--- src/palette_2bpp_lcd_blit_assert.svh ---
// ----------------------------------------------------------------------------
// Assertion macros for the palette LCD blitter
// Concurrent assertion helpers that are clocked on clk_i and disabled in reset.
// ----------------------------------------------------------------------------
`ifndef PALETTE_2BPP_LCD_BLIT_ASSERT_SVH
`define PALETTE_2BPP_LCD_BLIT_ASSERT_SVH

`ifndef NO_ASSERTIONS
`define P2LB_ASSERT_IMP(lbl, ante, cons) \
  lbl: assert property (@(posedge clk_i) disable iff (!rst_ni) (ante) |-> (cons)) \
    else $error("palette_2bpp_lcd_blit: assertion failed");
`define P2LB_ASSERT_NXT(lbl, ante, cons) \
  lbl: assert property (@(posedge clk_i) disable iff (!rst_ni) (ante) |=> (cons)) \
    else $error("palette_2bpp_lcd_blit: assertion failed");
`else
`define P2LB_ASSERT_IMP(lbl, ante, cons)
`define P2LB_ASSERT_NXT(lbl, ante, cons)
`endif

`endif

--- src/p2lb_pkg.sv ---
// ----------------------------------------------------------------------------
// Palette LCD blitter package
// Shared types and constants for the 2-bit palette to RGB565 LCD stream block.
// ----------------------------------------------------------------------------
package p2lb_pkg;

  localparam logic [7:0] CMD_CASET = 8'h2A;
  localparam logic [7:0] CMD_RASET = 8'h2B;
  localparam logic [7:0] CMD_RAMWR = 8'h2C;

  localparam int HDR_LEN = 11;
  localparam int CNT_W   = 16;

  typedef enum logic [2:0] {
    REG_WIN_X,
    REG_WIN_Y,
    REG_IMG_WIDTH,
    REG_IMG_HEIGHT,
    REG_PAL_0,
    REG_PAL_1,
    REG_PAL_2,
    REG_PAL_3
  } reg_idx_e;

  typedef struct packed {
    logic [6:0]       win_x;
    logic [7:0]       win_y;
    logic [7:0]       img_width;
    logic [7:0]       img_height;
    logic [3:0][15:0] palette;
  } cfg_t;

  typedef struct packed {
    logic [7:0] pixels;
    logic       hdr;
    logic       rej;
    logic [1:0] last_pix;
    logic       done;
  } item_t;

endpackage

--- src/palette_2bpp_lcd_blit.sv ---
// ----------------------------------------------------------------------------
// Palette 2bpp LCD blitter
// Expands packed 2-bit palette pixels into an RGB565 LCD byte stream with
// a window set-up sequence at the start of each image.
//
//   channel    direction  handshake                      payload
//   s_axis     in         tvalid/tready                  packed pixel byte
//   m_axis     out        tvalid/tready, tlast           LCD byte and flags
//   apb        in/out     psel/penable/pwrite/pready     eight config registers
//
// An item that starts an image emits the 11-byte window header and then two
// bytes per pixel; later items emit only two bytes per pixel. The output
// sequencer's byte counter walks these bytes. A rejected item emits a
// single zero byte. One item waits in an input register while the
// previous one drains. Output stalls hold the current byte. Reset clears the
// pixel count and valid flags and sets the config registers to defaults.
// ----------------------------------------------------------------------------
`include "palette_2bpp_lcd_blit_assert.svh"

module palette_2bpp_lcd_blit #(
  parameter int PANEL_WIDTH  = 128,
  parameter int PANEL_HEIGHT = 160
) (
  input  logic        clk_i,
  input  logic        rst_ni,
  input  logic        s_axis_tvalid,
  output logic        s_axis_tready,
  input  logic [7:0]  s_axis_tdata,  // packed_pixels
  output logic        m_axis_tvalid,
  input  logic        m_axis_tready,
  output logic [7:0]  m_axis_tdata,  // out_byte
  output logic [2:0]  m_axis_tuser,  // is_data, image_done, rejected
  output logic        m_axis_tlast,
  input  logic        psel,
  input  logic        penable,
  input  logic        pwrite,
  input  logic [4:0]  paddr,
  input  logic [31:0] pwdata,
  output logic [31:0] prdata,
  output logic        pready
);
  import p2lb_pkg::*;

  localparam int PW_W   = $clog2(PANEL_WIDTH + 1);
  localparam int PH_W   = $clog2(PANEL_HEIGHT + 1);
  localparam int PM_W   = (PW_W > PH_W) ? PW_W : PH_W;
  localparam int CMP_W  = (PM_W > 9) ? PM_W : 9;

  cfg_t             cfg_q;
  logic [CNT_W-1:0] pixels_left_q;
  logic             a_valid_q;
  item_t            a_item_q;
  item_t            item_d;
  logic             seq_take;
  logic             s_hs;
  logic             cfg_wr;
  reg_idx_e         reg_idx;
  logic             start;
  logic             bad;
  logic [8:0]       sum_x;
  logic [8:0]       sum_y;
  logic [CNT_W-1:0] total;
  logic [CNT_W-1:0] avail;
  logic [2:0]       n_pix;
  logic [CNT_W-1:0] left_d;

  assign pready  = 1'b1;
  assign cfg_wr  = psel && penable && pwrite && pready;
  assign reg_idx = reg_idx_e'(paddr[4:2]);

  always_ff @(posedge clk_i or negedge rst_ni) begin
    if (!rst_ni) begin
      cfg_q.win_x      <= '0;
      cfg_q.win_y      <= '0;
      cfg_q.img_width  <= 8'd1;
      cfg_q.img_height <= 8'd1;
      cfg_q.palette    <= '0;
    end else if (cfg_wr) begin
      case (reg_idx)
        REG_WIN_X:      cfg_q.win_x      <= pwdata[6:0];
        REG_WIN_Y:      cfg_q.win_y      <= pwdata[7:0];
        REG_IMG_WIDTH:  cfg_q.img_width  <= pwdata[7:0];
        REG_IMG_HEIGHT: cfg_q.img_height <= pwdata[7:0];
        REG_PAL_0:      cfg_q.palette[0] <= pwdata[15:0];
        REG_PAL_1:      cfg_q.palette[1] <= pwdata[15:0];
        REG_PAL_2:      cfg_q.palette[2] <= pwdata[15:0];
        REG_PAL_3:      cfg_q.palette[3] <= pwdata[15:0];
        default: ;
      endcase
    end
  end

  always_comb begin
    case (reg_idx)
      REG_WIN_X:      prdata = {25'd0, cfg_q.win_x};
      REG_WIN_Y:      prdata = {24'd0, cfg_q.win_y};
      REG_IMG_WIDTH:  prdata = {24'd0, cfg_q.img_width};
      REG_IMG_HEIGHT: prdata = {24'd0, cfg_q.img_height};
      REG_PAL_0:      prdata = {16'd0, cfg_q.palette[0]};
      REG_PAL_1:      prdata = {16'd0, cfg_q.palette[1]};
      REG_PAL_2:      prdata = {16'd0, cfg_q.palette[2]};
      default:        prdata = {16'd0, cfg_q.palette[3]};
    endcase
  end

  assign start = (pixels_left_q == '0);
  assign sum_x = {2'b00, cfg_q.win_x} + {1'b0, cfg_q.img_width};
  assign sum_y = {1'b0, cfg_q.win_y} + {1'b0, cfg_q.img_height};
  assign bad   = (cfg_q.img_width == 8'd0) || (cfg_q.img_height == 8'd0) ||
                 (CMP_W'(sum_x) > CMP_W'(PANEL_WIDTH)) ||
                 (CMP_W'(sum_y) > CMP_W'(PANEL_HEIGHT));
  assign total = CNT_W'(cfg_q.img_width * cfg_q.img_height);
  assign avail = start ? total : pixels_left_q;
  assign n_pix = (avail < CNT_W'(4)) ? avail[2:0] : 3'd4;
  assign left_d = avail - CNT_W'(n_pix);

  always_comb begin
    item_d.pixels   = s_axis_tdata;
    item_d.hdr      = start && !bad;
    item_d.rej      = start && bad;
    item_d.last_pix = 2'(n_pix - 3'd1);
    item_d.done     = (left_d == '0);
  end

  assign s_axis_tready = !a_valid_q || seq_take;
  assign s_hs          = s_axis_tvalid && s_axis_tready;

  always_ff @(posedge clk_i or negedge rst_ni) begin
    if (!rst_ni) begin
      a_valid_q     <= 1'b0;
      pixels_left_q <= '0;
    end else begin
      if (s_axis_tready) begin
        a_valid_q <= s_axis_tvalid;
      end
      if (s_hs && !item_d.rej) begin
        pixels_left_q <= left_d;
      end
    end
  end

  always_ff @(posedge clk_i) begin
    if (s_hs) begin
      a_item_q <= item_d;
    end
  end

  p2lb_seq u_seq (
    .clk_i       (clk_i),
    .rst_ni      (rst_ni),
    .valid_i     (a_valid_q),
    .item_i      (a_item_q),
    .cfg_i       (cfg_q),
    .take_o      (seq_take),
    .out_valid_o (m_axis_tvalid),
    .out_ready_i (m_axis_tready),
    .out_byte_o  (m_axis_tdata),
    .out_user_o  (m_axis_tuser),
    .out_last_o  (m_axis_tlast)
  );

  `P2LB_ASSERT_IMP(a_rej_single, m_axis_tvalid && m_axis_tuser[2], m_axis_tlast && !m_axis_tuser[0] && !m_axis_tuser[1])
  `P2LB_ASSERT_IMP(a_done_last, m_axis_tvalid && m_axis_tuser[1], m_axis_tlast)
  `P2LB_ASSERT_IMP(a_no_rej_mid, s_hs && !start, !item_d.rej && !item_d.hdr)
  `P2LB_ASSERT_NXT(a_count_down, s_hs && !start, pixels_left_q < $past(pixels_left_q))

endmodule

--- src/p2lb_seq.sv ---
// ----------------------------------------------------------------------------
// Palette LCD blitter output sequencer
// Holds one item and walks through its window header, if any, and pixel bytes.
// ----------------------------------------------------------------------------
module p2lb_seq (
  input  logic            clk_i,
  input  logic            rst_ni,
  input  logic            valid_i,
  input  p2lb_pkg::item_t item_i,
  input  p2lb_pkg::cfg_t  cfg_i,
  output logic            take_o,
  output logic            out_valid_o,
  input  logic            out_ready_i,
  output logic [7:0]      out_byte_o,
  output logic [2:0]      out_user_o, // is_data, image_done, rejected
  output logic            out_last_o
);
  import p2lb_pkg::*;

  logic        b_valid_q;
  item_t       b_item_q;
  logic        in_hdr_q;
  logic [3:0]  cnt_q;
  logic        last;
  logic        is_cmd;
  logic [8:0]  x1_sum;
  logic [8:0]  y1_sum;
  logic [15:0] x0;
  logic [15:0] x1;
  logic [15:0] y0;
  logic [15:0] y1;
  logic [1:0]  pix_idx;
  logic [15:0] color;
  logic [7:0]  hdr_byte;
  logic [7:0]  pix_byte;

  assign x1_sum = {2'b00, cfg_i.win_x} + {1'b0, cfg_i.img_width} - 9'd1;
  assign y1_sum = {1'b0, cfg_i.win_y} + {1'b0, cfg_i.img_height} - 9'd1;
  assign x0     = {9'd0, cfg_i.win_x};
  assign x1     = {7'd0, x1_sum};
  assign y0     = {8'd0, cfg_i.win_y};
  assign y1     = {7'd0, y1_sum};

  always_comb begin
    hdr_byte = CMD_RAMWR;
    is_cmd   = 1'b0;
    case (cnt_q)
      4'd0: begin
        hdr_byte = CMD_CASET;
        is_cmd   = 1'b1;
      end
      4'd1: hdr_byte = x0[15:8];
      4'd2: hdr_byte = x0[7:0];
      4'd3: hdr_byte = x1[15:8];
      4'd4: hdr_byte = x1[7:0];
      4'd5: begin
        hdr_byte = CMD_RASET;
        is_cmd   = 1'b1;
      end
      4'd6: hdr_byte = y0[15:8];
      4'd7: hdr_byte = y0[7:0];
      4'd8: hdr_byte = y1[15:8];
      4'd9: hdr_byte = y1[7:0];
      default: begin
        hdr_byte = CMD_RAMWR;
        is_cmd   = 1'b1;
      end
    endcase
  end

  always_comb begin
    case (cnt_q[2:1])
      2'd0:    pix_idx = b_item_q.pixels[7:6];
      2'd1:    pix_idx = b_item_q.pixels[5:4];
      2'd2:    pix_idx = b_item_q.pixels[3:2];
      default: pix_idx = b_item_q.pixels[1:0];
    endcase
  end

  assign color    = cfg_i.palette[pix_idx];
  assign pix_byte = cnt_q[0] ? color[7:0] : color[15:8];

  assign last = b_item_q.rej || (!in_hdr_q && cnt_q[2:0] == {b_item_q.last_pix, 1'b1});

  assign out_valid_o = b_valid_q;
  assign out_last_o  = last;
  assign out_byte_o  = b_item_q.rej ? 8'd0 : (in_hdr_q ? hdr_byte : pix_byte);
  assign out_user_o  = {b_item_q.rej,
                        last && b_item_q.done && !b_item_q.rej,
                        !b_item_q.rej && !(in_hdr_q && is_cmd)};

  assign take_o = !b_valid_q || (out_ready_i && last);

  always_ff @(posedge clk_i or negedge rst_ni) begin
    if (!rst_ni) begin
      b_valid_q <= 1'b0;
      in_hdr_q  <= 1'b0;
      cnt_q     <= '0;
    end else if (take_o) begin
      b_valid_q <= valid_i;
      in_hdr_q  <= item_i.hdr;
      cnt_q     <= '0;
    end else if (out_ready_i) begin
      if (in_hdr_q && cnt_q == 4'(HDR_LEN - 1)) begin
        in_hdr_q <= 1'b0;
        cnt_q    <= '0;
      end else begin
        cnt_q <= cnt_q + 4'd1;
      end
    end
  end

  always_ff @(posedge clk_i) begin
    if (take_o) begin
      b_item_q <= item_i;
    end
  end

endmodule
--- config.mk ---
export PLATFORM = sky130hd
export DESIGN_NAME = palette_2bpp_lcd_blit
export DESIGN_NICKNAME = d
export VERILOG_FILES = /design/src/p2lb_pkg.sv /design/src/palette_2bpp_lcd_blit.sv /design/src/p2lb_seq.sv
export VERILOG_INCLUDE_DIRS = /design/src /design/src/src
export SDC_FILE = /design/constraint.sdc
export NUM_CORES = 1
export LEC_CHECK = 0
export ABC_AREA = 1
export ABC_CLOCK_PERIOD_IN_PS = 9600
export BUFFER_PORTS_ARGS = -buffer_cell sky130_fd_sc_hd__buf_2
export CAP_MARGIN = 20
export CELL_PAD_IN_SITES_DETAIL_PLACEMENT = 0
export CELL_PAD_IN_SITES_GLOBAL_PLACEMENT = 1
export CORE_AREA = 2 2 179 181
export DETAILED_ROUTE_END_ITERATION = 8
export DIE_AREA = 0 0 181 183
export PLACE_DENSITY_LB_ADDON = 0.2
export REMOVE_ABC_BUFFERS = 1
export SLEW_MARGIN = 40
export SYNTH_ARGS = -nofsm -noshare
export SYNTH_HDL_FRONTEND = slang
export SYNTH_HIERARCHICAL = 1
export SYNTH_SLANG_ARGS = --single-unit
--- constraint.sdc ---
create_clock -name clk_i -period 9.6 [get_ports clk_i]
set_clock_uncertainty 0.1 [all_clocks]
set_input_delay 1.92 -clock clk_i [delete_from_list [all_inputs] [get_ports clk_i]]
set_output_delay 1.92 -clock clk_i [all_outputs]
set_load 0.005 [all_outputs]
* After elaboration in Yosys (flattened, before gate mapping)
Cells that the tools add are included.
Operators by class: $add $sub $neg 7, $mul 1, divide/modulo/power cells 0, $lt $le $gt $ge 4, equality and inequality tests 20, shift operators 0, multiplexer cells 17, bitwise logic cells 0, reduce and logical (&&, ||, !) cells 46
Operator list (count):
- 16-bit case mux with 7 select lines | 1
- 8-bit case mux with 9 select lines | 1
- 16-bit binary-select mux with 2-bit select | 1
- 16-bit logical NOT | 2
- 16-bit 2-to-1 mux | 2
- 8-bit 2-to-1 mux | 3
- 9-bit by 8-bit greater-than comparator with 1-bit output (second input constant) | 2
- 2-bit AND reduction | 9
- 9-bit by 1-bit subtractor with 9-bit output (second input constant) | 2
- 4-bit by 3-bit equality test with 1-bit output (second input constant) | 4
- 8-bit logical NOT | 2
- 16-bit by 3-bit < comparator with 1-bit output (second input constant) | 1
- 8-bit by 8-bit multiplier with 16-bit output | 1
- 16-bit by 3-bit subtractor with 16-bit output | 1
- 1-bit logical AND | 13
- 3-bit equality test (second input constant) | 4
- 4-bit equality test (second input constant) | 3
- 4-bit 2-to-1 mux | 3
- 7-bit by 8-bit adder with 9-bit output | 1
- 8-bit by 8-bit adder with 9-bit output | 1
- 4-bit by 2-bit equality test with 1-bit output (second input constant) | 2
- 8-bit OR reduction | 1
- 1-bit logical NOT | 7
- 3-bit by 2-bit equality test with 1-bit output (second input constant) | 2
- other kinds (17) | 26
Word-level totals: bits in registers 143, latch bits 0, RAM bits 0, bits in read-only memories 0, output and inout bits 47, memories 0

* Depth between registers and ports, before layout
word-level depth 8, depth in mapped cells 32, mapped depth without buffers 31

* Modules after synthesis
The synthesis kept the hierarchy.
Modules (own cells, without submodules):
- palette_2bpp_lcd_blit | times used 1, cells an instance 1202, area each 9087.5 um2, seq. area each 3195.6 um2
- p2lb_seq | times used 1, cells an instance 481, area each 2922.8 um2, seq. area each 510.5 um2

* Least setup slack after synthesis
Ideal clock, no wire load.
path type register to register, start reg cfg_q[72] (netlist bit), end reg a_item_q[0] (netlist bit) (data pin), setup time 0.150 ns, data arrival time 4.783 ns, data required time 9.350 ns, setup slack 4.567 ns, cell stages (with the launch flop) 28, buffers on the path 1, cell sequence dfstp_2 > clkbuf_1 > nand2_1 > fa_1 > fa_1 > inv_1 > fa_1 > inv_1 > fa_1 > inv_1 > ha_1 > nand2_1 > inv_1 > nand2_1 > nand2_1 > nand2_1 > nand3_1 > nand2_1 > nand3_1 > nand2_1 > nand2_1 > nor2_2 > nand3_4 > nand2_4 > inv_2 > nor3_2 > nand3_1 > nor3_2
RTL lines:
- start: declaration | line palette_2bpp_lcd_blit.sv:49 | cfg_t cfg_q;
- end signal: assignment | line palette_2bpp_lcd_blit.sv:144 | a_item_q <= item_d;
- end: declaration | line palette_2bpp_lcd_blit.sv:52 | item_t a_item_q;

==> impl_metrics.tcl <==
set metrics [dict create \
    status "finished clean" \
    clk_latency_ns 0.43 \
    post_cts_buffers 0 \
    grt_util_all_layers_pct 22.34 \
    pwr-share-seq_pct 29.9 \
    p_int_mw 1.666 \
    grt_max_degree 62 \
    detailed_place_hpwl_um 26730 \
    synth_edf_count 25 \
    overflow 0 \
    dp_cells 2098 \
    syn_area_um2 12010 \
    die_w_um 181 \
    layout-drive-gt1-share_pct 9.144 \
    core_um2 31230 \
    avgViaCountPerCell 5.066 \
    maxCapViolCount 0 \
    fp.dieH_um 183 \
    synth_top_family_by_area "simple AND/OR/NAND/NOR gates" \
    die_area_um2 33120 \
    grt_pass1_vias 10510 \
    vdd_drop_max_mv 0.1410 \
    portBuffers 63 \
    ctsHoldBuffers 0 \
    numCtsBuffers 17 \
    start_util_pct 38.46 \
    yosysUniqueCellTypes 54 \
    h-tree-depth 4 \
    max_slew_margin_pct 47.86 \
    wl_per_cell_um 16.71 \
    hold_violations 0 \
    ys_async_sr_fraction_pct 82.52 \
    fin_crit_ns 5.830 \
    worstMarginPinSlew_ns 0.7793 \
    cts.sinks 143 \
    fin_cells 2131 \
    yosysTopAreaCell "dfrtp_1" \
    nNetsFinal 1891 \
    grt_first_pass_wirelength_um 57650 \
    synth_area_leaders "dfrtp_1 24%, nand2_1 13%, inv_1 10%, ha_1 8.8%, fa_1 6.7%" \
    synth_top_cell_area_share_pct 24.17 \
    drt_pre_antenna_iters 8 \
    hp-class "reg -> reg" \
    path_class "reg -> reg" \
    r2r_setup_slack_ns 3.77 \
    fin_util_pct 42.23 \
    clkPwrFrac_pct 21.5 \
    syn_avg_cell_area_um2 7.136 \
    period_share_pct 60.73 \
    drt-total-wl_um 35610 \
    ys_seq_area_share_pct 30.86 \
    setup_viol 0 \
    clk_path_buf_depth 2 \
    synth_xor_area_share_pct 1.313 \
    ant_nets 0 \
    vias 10800 \
    p_leak_nw 7.152 \
    p_total_mw 3.135 \
    antenna_found_initial 1 \
    crit_required_ns 9.76 \
    ios 99 \
    drt-initial-drc-count 862 \
    critPathMaxFanout 13 \
    cts_resized 0 \
    post-route-drc-count 0 \
    p_comb_share_pct 48.6 \
    cts_tree "yes" \
    swShare_pct 46.85 \
    slew_viol_final 0 \
    clkTransAtPathRegs_ns 0.06 \
    worst_setup_path_end_kind "flop" \
    yosys.area_share.simple_pct 28.19 \
    fin_ws_ns 3.770 \
    ys_ff_latch 143 \
    muxShareOfSynthArea_pct 0 \
    rows 65 \
    p_sw_mw 1.469 \
    synth_compound_area_share_pct 10.44 \
    synthAdderAreaFrac_pct 15.42 \
    p_per_area_nw_per_um2 237.7 \
    gp_congestion 0.8694 \
    grt_setup_unrepaired "no" \
    startpoint_type "flop" \
    synth_warnings 6 \
    pre_cts_slack_ns 3.718 \
    tns_ns 0 \
    arrival_ns 5.99 \
    cts-root-buf "clkbuf_16" \
    max_freq_ghz 0.1715 \
    ys.flop_type "dfrtp_1" \
    syn_to_final_growth_pct 9.803 \
    postSynthCellCount 1683 \
]
synthesized netlist by cell type (all sizes together) (2+ instances only):
master     n
xor2      10
nand2    442
a211oi     2
edfxtp    25
nand3    157
a221oi    15
o21bai     6
o22ai     15
ha        84
dfrtp    116
a31o       2
clkbuf    39
nor3      15
o21ai    103
conb       2
a21oi     60
nor4       5
inv      331
a21o       2
nand4     26
o2111ai    5
fa        40
xnor2      8
o211ai     3
buf       36
nor2     110
dfstp      2
a31oi      2
nand3b     9
or2        5
power groups by stage:
stage                     Clock (mW)  Combinational [mW]  Sequential, mW
after floorplan                    0                1.08           0.864
after global placement             0                1.49           0.947
after detailed placement           0                1.51           0.948
after CTS                      0.686                1.52           0.936
after global routing           0.715                1.76           0.955
final                          0.675                1.52           0.936
metal layers:
metal,vias up,wire (um),global-route usage [%],part of all wire [%]
met1,5102,17490,32.50,49
met5,-,0,0,0
met3,37,1792,3.356,5.0
met2,261,15800,35.06,44
met4,0,532,5.203,1.5
li1,5396,-,-,-
worst max-delay path: stages, from the launching register on:
cell and delay, ns:
dfrtp_1 0.75, nand2_1 0.16, fa_1 0.54, fa_1 0.56
inv_1 0.06, fa_1 0.54, inv_1 0.07, fa_1 0.54
inv_1 0.05, ha_1 0.35, nand2_1 0.11, nor2_1 0.17
nand2_1 0.09, nand3_1 0.07, nand3_1 0.13, o21ai_1 0.26
nand3_2 0.15, nor2_4 0.14, nand3_4 0.16, nand3_1 0.16
nand2_1 0.10, nor2_1 0.10, nand3_1 0.09, nor3_2 0.20
cell type report:
class	instances	area, um^2
fillers	3308	18040
multi-input cells	1149	6740
flip-flops and latches	143	3706
inverters	331	1242
well taps	402	503.0
clock buffers	18	439.2
repair buffers	73	400.4
clock inverters	14	153.9
diodes	1	2.502
layout by cell type (no fill, tap or decap), drive strengths merged, types with 8 or more instances in the layout:
cell and count:
fa 40, nand3 157, nor2 110, xnor2 8, conb 17, ha 84
clkbuf 18, a221oi 15, nand2 442, nand3b 9, edfxtp 25, xor2 10
o21ai 103, nor3 15, inv 344, a21oi 60, buf 73, nand4 26
dfrtp 116, o22ai 15
path summary, 6_finish.rpt:
kind / endpoint / start / depth (start not counted)
max in group asynchronous: cfg_q[71]$_DFFE_PN0P_ / rst_ni / 2
hold reg to reg: u_seq/b_item_q[0]$_DFFE_PN_ / a_item_q[0]$_DFFE_PP_ / 0
min in group asynchronous: cfg_q[63]$_DFFE_PN0P_ / rst_ni / 1
setup reg to reg: a_item_q[0]$_DFFE_PP_ / cfg_q[77]$_DFFE_PN0P_ / 23
hold / removal: u_seq/b_item_q[0]$_DFFE_PN_ / a_item_q[0]$_DFFE_PP_ / 0
setup / recovery: a_item_q[0]$_DFFE_PP_ / cfg_q[77]$_DFFE_PN0P_ / 23
cell families (layout without fill, tap and decap cells):
kind of cell / Yosys count / count (layout)
XOR/XNOR: 18 / 18
AND/OR/NAND/NOR: 771 / 771
other: 2 / 18
AO/OA/AOI/OAI: 219 / 219
buffers and inverters: 406 / 436
adder cells (fa/ha/maj): 124 / 124
flip-flops: 143 / 143
flip-flops by register name, summed over array words and instances, names as in the netlist:
register           flops
u_seq/b_item_q        11
a_valid_q              1
u_seq/cnt_q            4
u_seq/out_user_o       1
cfg_q                 95
u_seq/in_hdr_q         1
u_seq/out_valid_o      1
pixels_left_q         16
a_item_q              13
stage by stage:
step,hold WS [ns],instance area (um^2)
final,0.3190,13190
after global routing,0.3280,13190
after CTS,0.3194,13180
after detailed placement,0.3045,12580
after global placement,0.3025,12570
after floorplan,0.3003,11660
(Power assumes the default switching activity.)
